**src/design/tlbf_pkg.sv**
```systemverilog
// ----------------------------------------------------------------------------
// tlbf_pkg
// Shared codes and field widths for the two-level bitmap find-next block.
// ----------------------------------------------------------------------------
package tlbf_pkg;

   localparam int REQ_W       = 2;
   localparam int INDEX_W     = 12;
   localparam int STATUS_W    = 2;
   localparam int BIT_COUNT_W = 13;
   localparam int CSR_DATA_W  = 32;
   localparam int CSR_ADDR_W  = 3;

   typedef logic [REQ_W-1:0]    req_code_type;
   typedef logic [STATUS_W-1:0] status_type;

   localparam req_code_type REQ_INSERT = 2'd0;
   localparam req_code_type REQ_REMOVE = 2'd1;
   localparam req_code_type REQ_FIND   = 2'd2;
   localparam req_code_type REQ_CLEAR  = 2'd3;

   localparam status_type ST_OK    = 2'd0;
   localparam status_type ST_RANGE = 2'd1;
   localparam status_type ST_NONE  = 2'd2;

   // register index, taken from the word address bit of the CSR port
   localparam logic CSR_BIT_COUNT = 1'b0;

   localparam logic [BIT_COUNT_W-1:0] BIT_COUNT_RESET = 13'd4096;

endpackage

```
**src/design/tlbf_csr.sv**
```systemverilog
// ----------------------------------------------------------------------------
// tlbf_csr
// APB-style register file holding bit_count; decodes the in-use word mask.
// ----------------------------------------------------------------------------
module tlbf_csr #(
   parameter int WORD_BITS = 64,
   parameter int NUM_WORDS = 64
) (
   input  logic                             clock,
   input  logic                             reset,
   input  logic                             csr_psel,
   input  logic                             csr_penable,
   input  logic                             csr_pwrite,
   input  logic [tlbf_pkg::CSR_ADDR_W-1:0]  csr_paddr,
   input  logic [tlbf_pkg::CSR_DATA_W-1:0]  csr_pwdata,
   output logic [tlbf_pkg::CSR_DATA_W-1:0]  csr_prdata,
   output logic                             csr_pready,
   output logic [NUM_WORDS-1:0]             word_in_use
);

   logic [tlbf_pkg::BIT_COUNT_W-1:0] bit_count_ff;
   logic [tlbf_pkg::BIT_COUNT_W-1:0] bit_count_in;
   logic                             sel_bit_count;

   assign sel_bit_count = (csr_paddr[tlbf_pkg::CSR_ADDR_W-1] == tlbf_pkg::CSR_BIT_COUNT);

   always_comb begin
      bit_count_in = bit_count_ff;
      if (csr_psel && csr_penable && csr_pwrite && sel_bit_count) begin
         bit_count_in = csr_pwdata[tlbf_pkg::BIT_COUNT_W-1:0];
      end
   end

   always_ff @(posedge clock) begin
      if (reset) begin
         bit_count_ff <= tlbf_pkg::BIT_COUNT_RESET;
      end else begin
         bit_count_ff <= bit_count_in;
      end
   end

   assign csr_pready = 1'b1;
   assign csr_prdata = sel_bit_count ?
      tlbf_pkg::CSR_DATA_W'(bit_count_ff) : '0;

   // word k is in use when its first bit lies below bit_count
   for (genvar k = 0; k < NUM_WORDS; k++) begin : g_use
      localparam logic [tlbf_pkg::BIT_COUNT_W-1:0] BASE =
         tlbf_pkg::BIT_COUNT_W'(k * WORD_BITS);
      assign word_in_use[k] = (BASE < bit_count_ff);
   end

endmodule

```
**config.mk**
```make
export PLATFORM = sky130hd
export DESIGN_NAME = tlbf_csr
export DESIGN_NICKNAME = d
export VERILOG_FILES = /design/src/design/tlbf_pkg.sv /design/src/design/tlbf_csr.sv
export SDC_FILE = /design/constraint.sdc
export NUM_CORES = 1
export LEC_CHECK = 0
export BUFFER_PORTS_ARGS = -buffer_cell sky130_fd_sc_hd__buf_2
export CORE_ASPECT_RATIO = 2
export CORE_MARGIN = 8
export CORE_UTILIZATION = 37
export DETAILED_ROUTE_END_ITERATION = 6
export GPL_ROUTABILITY_DRIVEN = 0
export PLACE_DENSITY_LB_ADDON = 0.1
export SYNTH_ARGS = -nofsm -noshare
export SYNTH_HDL_FRONTEND = slang
export SYNTH_SLANG_ARGS = --single-unit
```
**constraint.sdc**
```tcl
create_clock -name clock -period 1.65 [get_ports clock]
set_input_delay 0.0825 -clock clock [delete_from_list [all_inputs] [get_ports clock]]
set_output_delay 0.0825 -clock clock [all_outputs]
set_load 0.02 [all_outputs]
```
Word level (Yosys, flattened, before mapping):

Index checks and enable logic that the tools add are counted.

* register bits: 13
* output and inout port bits: 97
* word-level logic and storage cells: 70

* $lt $le $gt $ge: 64
* muxes and demuxes: 1
* bitwise gates (word level): 1
* reduce and logical (&&, ||, !) cells: 3

Operators with widths (count)
* < comparator 12 x 13 -> 1 bit (first input constant): 32
* < comparator 11 x 13 -> 1 bit (first input constant): 16
* < comparator 10 x 13 -> 1 bit (first input constant): 8
* < comparator 9 x 13 -> 1 bit (first input constant): 4
* < comparator 8 x 13 -> 1 bit (first input constant): 2
* < comparator 1 x 13 -> 1 bit (first input constant): 1
* < comparator 7 x 13 -> 1 bit (first input constant): 1
* two-way mux 13 bit: 1
* logical AND 1 bit: 3
* inverter 1 bit: 1

Logic depth before layout (Yosys ltp):

Gate-level depths: netlist of run 1.

* word-level depth: 3
* mapped depth: 5
* mapped depth without buffers: 3

Least setup slack after synthesis of run 1:

OpenSTA, ideal clock, no wires.

* path kind: register to output
* from: register bit_count_ff[3] in the netlist's numbering
* to: output word_in_use[25]
* arrival: 1.646 ns
* required time: 1.567 ns
* slack: -0.078 ns
* stages on the path, launching flop included: 5
* path through: dfxtp_1 or4_4 buf_6 o41ai_4 o21ai_0

* word-level cells in the longest chain between the ends: 1

RTL lines
* from (decl): line tlbf_csr.sv:21 `logic [tlbf_pkg::BIT_COUNT_W-1:0] bit_count_ff;`
* from (signal assigned): line tlbf_csr.sv:36 `bit_count_ff <= tlbf_pkg::BIT_COUNT_RESET;`
* from (signal assigned): line tlbf_csr.sv:38 `bit_count_ff <= bit_count_in;`
* < comparator 11 x 13 -> 1 bit: line tlbf_csr.sv:50 `assign word_in_use[k] = (BASE < bit_count_ff);`
* to (decl): line tlbf_csr.sv:18 `output logic [NUM_WORDS-1:0] word_in_use`

Every way passes these cells.

Final worst setup path of run 1:

* from: register bit_count_ff[2] in the netlist's numbering
* to: output word_in_use[62]

* word-level cells in the longest chain between the ends: 1

RTL lines (line)
* < comparator 12 x 13 -> 1 bit: tlbf_csr.sv:50

Every way passes these cells.

==> summary.md, run 1 <==
| Metric | Value |
|---|---|
| Status | complete, but fails checks |
| Violated checks | negative setup slack |
| Final setup fails | 64 |
| Worst setup margin | -0.3504 ns |
| Worst clock skew | 0 ns |
| Initial antenna violation count | 0 |
| Num CTS Buffers | 3 |
| Final net count | 366 |
| DRT Wirelength | 6072 um |
| Tmin final | between 2 and 2.5 ns |
| Unique masters post-synth | 36 |
| Starting Density | 0.3757 |
| Final clock period utilization by the worst path | 1.212 |
| DP Worst Slack | -0.1108 ns |
| Syn Inst Count | between 200 and 250 |
| CP required | 1.57 ns |
| Arrival time of the worst setup path | between 1.5 and 2 ns |
| Htree depth | 1 |
| Commonest non-fill, non-tap cells in the layout | buf_6 (46), buf_4 (46), buf_2 (42) |
| Mapped cell area | roughly 1400 um^2 |
| DIE WIDTH | 59.71 um |
| Die Span Y | 103.4 um |
| CTS Buffer Depth | 2 |
| Drc violations | 0 |
| Synth Register Bits | 13 |
| Finished Layout Cells | 376 |
| First-pass GRT wire length | just under 9000 um |
| Fmax | ~500 MHz |
| GR peak layer | met2 |
| Power per cell area | 397.5 nW/um^2 |
| Peak supply drop | 408.0 uV |
| Antenna-violating nets left | 0 |
| Met2 usage | 0.3043 |
| Top area cells in the synthesized netlist | dfxtp_1 (18%), a21oi_1 (14%), buf_4 (11%) |
| Vias | 1,893 |
| YS warnings | 0 |
| Largest net degree at the start of global routing | 20 |
| Slowest-stage cell, CP | or4_4 |
| Number of DRC markers in iteration 0 | 28 |
| Worst skew pair latency | 0.24 ns |
| Final Util | 0.7247 |
| RSZ-0062 raised after global routing | true |
| Critical path fanouts, max | 5 |
| Final Hold Fails | 0 |
| Core ar. | approximately 3800 um^2 |
| IO Count | 137 |
| First drt pass iteration count | 4 |
| Final max-slew violation count | 0 |
| Dpl cells | roughly 360 |
| HPWL Detailed | 4120 um |
| CP startpoint kind | register |
| CP cell instances | or4_4 > o311ai_4 > buf_4 > buf_6 > o21bai_4 > buf_6 |
| Met3 Usage GRT | 0.06072 |
| Largest Register | bit_count_ff |
| GR Layer Usage met1 | 0.2060 |
| Max-Cap Viols | 0 |
| GRT Util Overall | 0.1786 |
| Vias/cell | 5.035 |
| Vias in the first global route | about 1,900 |
| Input/output buffers | 95 |
| Layout cells sized above 1 | 0.6154 |
| TritonCTS clock tree | built |
| Routed WL per cell | 16.15 um |
| Register area share after synthesis | 0.1841 |
| Worst slew pin tran | 0.6745 ns |
| Largest area contributor in the netlist | dfxtp_1 |
| Crit path top cell by count | buf_6 |
| Yosys top cell area share | 0.1841 |
| Leak Pwr | ~1.2 nW |
| Rows | 32 |
| CP endpoint kind | output pin |
| Area growth, synth to finish | 92.92% |
| DIE AREA | 6175 um^2 |
| Hold WC Path Type | input port to register |
| Cts hold-fix bufs | 0 |
| CTS Sinks | 13 |
| Synthesized area per cell | 6.863 um^2 |
| Biggest registers after layout | bit_count_ff x13 |
| Path type of the worst setup path | register to output pin |
| Root Driver | clkbuf_8 |
| Diode count | 0 |
| Pwr Total | 1.084 mW |
| Global route overflow | 0 |
| CTS clk-pin slew, worst paths | 0.05 ns |
| Slew margin rel. | 0.5479 |
| Max reg flops | 13 |
| Worst path max stage delay | 0.62 ns |
[final timing paths]
path	startpoint	endpoint	slack [ns]	cells after the start
hold / removal	csr_pwdata[12]	bit_count_ff[12]	0.06	3
hold reg to reg	bit_count_ff[1]	bit_count_ff[1]	0.48	2
setup / recovery	bit_count_ff[2]	word_in_use[62]	-0.35	6
setup reg to reg	bit_count_ff[7]	bit_count_ff[7]	0.71	3
[cells in the mapped netlist, drive strengths merged]
library cell and number:
a21o 1, a21oi 40, a41oi 1, and3 1, and4b 1, buf 27, clkbuf 11, conb 2
dfxtp 13, inv 1, nand2 36, nand3 2, nand3b 1, nand4b 1, nor2 5, nor2b 12
nor3 5, nor4 1, nor4b 1, o2111ai 1, o21a 1, o21ai 22, o21bai 8, o221ai 1
o22ai 1, o311ai 1, o41ai 3, or2 1, or3 3, or4 2
[where the power goes]
group	switching, mW	internal [mW]	leakage (nW)	total, mW
Combinational	0.285	0.190	1.04	0.476
Clock	0.104	0.170	0.0228	0.274
Sequential	0.0127	0.322	0.107	0.335
[routing by layer]
metal	share of wire	routed length, um	vias to the layer above
li1	-	-	926
met3	0.074	448	8
met1	0.37	2260	890
met5	0	0	-
met4	0.013	76	0
met2	0.54	3286	69
[what timing repair did]
item,in CTS,in global routing
setup buffers,1,8
pin swaps,25,7
resized for setup,135,45
endpoints found under the setup margin,64,64
hold endpoints to repair,0,0
cloned,1,0
[critical path, delay by kind of cell, from the launching register on]
family | cells | cell delay, ns
DFF | 1 | 0.32
and+or+nand+nor | 1 | 0.62
AOI/OAI and AO/OA | 2 | 0.33
buffers and inverters | 3 | 0.40
[stage by stage]
step | setup TNS (ns) | area, um^2 | hold slack, ns
floorplan | -0.2585 | 1481 | 0.1516
global placement | -1.764 | 2016 | 0.2981
detailed placement | -2.246 | 2016 | 0.3029
CTS | -13.79 | 2456 | 0.05482
global route | -20.56 | 2728 | 0.06463
finish | -16.56 | 2728 | 0.05955
[kinds of logic (layout without fill, tap and decap cells)]
kind of cell / count (synthesis) / count (layout) / synth area share
flip-flops: 13 / 13 / 0.1841
AND/OR/NAND/NOR: 72 / 73 / 0.2593
other: 2 / 20 / 0.005312
buffers and inverters: 39 / 139 / 0.1655
AO/OA/AOI/OAI: 80 / 80 / 0.3858
[area by class of cell]
cell class | count | area (um^2)
multi-input cells | 173 | 1270
repair buffers | 134 | 1074
fillers | 322 | 1036
flip-flops and latches | 13 | 267.8
well taps | 51 | 63.81
clock buffers | 4 | 45.04
inverters | 1 | 7.507
(Power assumes the default switching activity.)
==> run 2, diff against run 1 <==
--- a/config.mk
+++ b/config.mk
@@ -13,4 +13,5 @@
 export GPL_ROUTABILITY_DRIVEN = 0
 export PLACE_DENSITY_LB_ADDON = 0.1
+export SKIP_LAST_GASP = 1
 export SYNTH_ARGS = -nofsm -noshare
 export SYNTH_HDL_FRONTEND = slang
==> constraint.sdc (replaced) <==
create_clock -name clock -period 1.65 [get_ports clock]
set_input_delay 0.0825 -clock clock [delete_from_list [all_inputs] [get_ports clock]]
set_output_delay 0.0825 -clock clock [all_outputs]
set_load 0.1 [all_outputs]
==> run 2 against run 1 <==
The run now fails in clock tree synthesis (4_1_cts). Area after synthesis unchanged. Synthesized cell count unchanged.
==> summary.md, run 2 <==
| Metric | Value |
|---|---|
| Failing step | clock tree synthesis (4_1_cts) |
| Yosys top cell area share | 0.1841 (unchanged) |
| Post-Synth Adder-Cell Area | 0 (unchanged) |
| Number of synthesized flops with an enable pin | 0 (unchanged) |
| Die Span Y | 103.4 um (unchanged) |
| Root Driver | clkbuf_8 |
| YS warnings | 0 (unchanged) |
| CTS Sinks | 13 (unchanged) |
| Main combinational cell family by area after synthesis | compound AO/OA/AOI/OAI gates |
| Post_cts resized | 243 (+80%) |
| Cell with the most instances after synthesis | a21oi_1 |
| Status | stopped before the end |
| Input/output buffers | 95 (unchanged) |
| Synth Register Bits | 13 (unchanged) |
| Top area cells in the synthesized netlist | dfxtp_1 (18%), a21oi_1 (14%), buf_4 (11%) |
| Err | [ERROR DPL-0038] Utilization greater than 100%, impossible to legalize |
| Syn Inst Count | 206 (unchanged) |
| DIE WIDTH | 59.71 um (unchanged) |
| Num CTS Buffers | 3 (unchanged) |
| HPWL Detailed | 5510 um (+34%) |
| Async set or reset register ratio after synthesis | 0 (unchanged) |
| Simple-Gate Fraction of Synth Area | 0.2593 (unchanged) |
| Post-CTS Setup Inserts | 2 (+1) |
| Unique masters post-synth | 36 (unchanged) |
| Register area share after synthesis | 0.1841 (unchanged) |
| CTS Buffer Depth | 2 (unchanged) |
| Synthesized area per cell | 6.863 um^2 (unchanged) |
| Commonest register cell after synthesis | dfxtp_1 |
| Cts hold-fix bufs | 0 (unchanged) |
| Synth Area in Compound Gates | 0.3858 (unchanged) |
| Largest area contributor in the netlist | dfxtp_1 |
| Commonest cells in the synthesized netlist | a21oi_1 (40), nand2_1 (36), o21ai_0 (21) |
| Multiplexer share of the synthesized area | 0 (unchanged) |
| IO Count | 137 (unchanged) |
| Htree depth | 1 (unchanged) |
| Placement Cell Area | 2960 um^2 (+47%) |
| Starting Density | 0.3757 (unchanged) |
| Mapped cell area | 1414 um^2 (unchanged) |
| Xor and xnor area share after synthesis | 0 (unchanged) |
| Rows | 32 (unchanged) |
## run 2: cell counts after synthesis
Identical to the previous run, type by type.
## run 2: per-stage QoR
stage	hold WS, ns	utilization	instances	setup WS [ns]
after global placement	0.3079	0.7866	390	-0.2622
after detailed placement	0.3054	0.7866	390	-0.2859
after floorplan	0.1516	-	224	-0.5232
## run 2: cell families after synthesis
| logic type | Yosys count |
|---|---|
| other | 2 |
| buffers and inverters | 39 |
| flip-flops | 13 |
| AND/OR/NAND/NOR | 72 |
| AO/OA/AOI/OAI | 80 |
==> run 3, diff against run 2 <==
Settings changed: CORE_ASPECT_RATIO 2 to unset, PLACE_DENSITY_LB_ADDON 0.1 to 0.15.
==> run 3 against run 2 <==
The run again fails in clock tree synthesis (4_1_cts). Area after synthesis did not move. Synthesized cell count stayed put.
==> summary.md, run 3 <==
| Metric | Value |
|---|---|
| DIE WIDTH | 77.82 um (+30%) |
| DP Worst Slack | -0.3214 ns (-0.03550 ns) |
| Starting Density | 0.3862 (+0.01053) |
| Dpl cells | 376 (-3.6%) |
| Mapped cell area | 1414 um^2 (unchanged) |
| Root Driver | clkbuf_8 |
| Input/output buffers | 95 (unchanged) |
| Rows | 22 (-31%) |
| Register area share after synthesis | 0.1841 (unchanged) |
| CTS Buffer Depth | 2 (unchanged) |
| Post_cts resized | 218 (-10%) |
| YS warnings | 0 (unchanged) |
| Status | stopped before the end |
| Largest area contributor in the netlist | dfxtp_1 |
| Commonest cells in the synthesized netlist | a21oi_1 (40), nand2_1 (36), o21ai_0 (21) |
| CTS Sinks | 13 (unchanged) |
| Htree depth | 1 (unchanged) |
| Async set or reset register ratio after synthesis | 0 (unchanged) |
| Die Span Y | 77.82 um (-25%) |
| Syn Inst Count | 206 (unchanged) |
| Cts hold-fix bufs | 0 (unchanged) |
| Synthesized area per cell | 6.863 um^2 (unchanged) |
| Err | [ERROR DPL-0038] Utilization greater than 100%, impossible to legalize |
| Placement Cell Area | 2897 um^2 (-2.2%) |
| Commonest register cell after synthesis | dfxtp_1 |
| HPWL Detailed | 4917 um (-11%) |
| Unique masters post-synth | 36 (unchanged) |
| Cell with the most instances after synthesis | a21oi_1 |
| Post-CTS Setup Inserts | 3 (+1) |
| Num CTS Buffers | 3 (unchanged) |
| Yosys top cell area share | 0.1841 (unchanged) |
| Top area cells in the synthesized netlist | dfxtp_1 (18%), a21oi_1 (14%), buf_4 (11%) |
| Synth Register Bits | 13 (unchanged) |
| Number of synthesized flops with an enable pin | 0 (unchanged) |
| Failing step | clock tree synthesis (4_1_cts) |
| IO Count | 137 (unchanged) |
[run 3: cell counts after synthesis]
No cell type changed its count.
[run 3: kinds of logic after synthesis]
kind of cell / Yosys count / share of synthesized area
and+or+nand+nor: 72 / 0.2593
AOI/OAI and AO/OA: 80 / 0.3858
buffers and inverters: 39 / 0.1655
DFF: 13 / 0.1841
other: 2 / 0.005312
[run 3: stage by stage]
stage	hold WS [ns]	TNS [ns]
2_1_floorplan	0.1516	-26.35
3_5_place_dp	0.3081	-14.78
3_3_place_gp	0.3029	-12.60
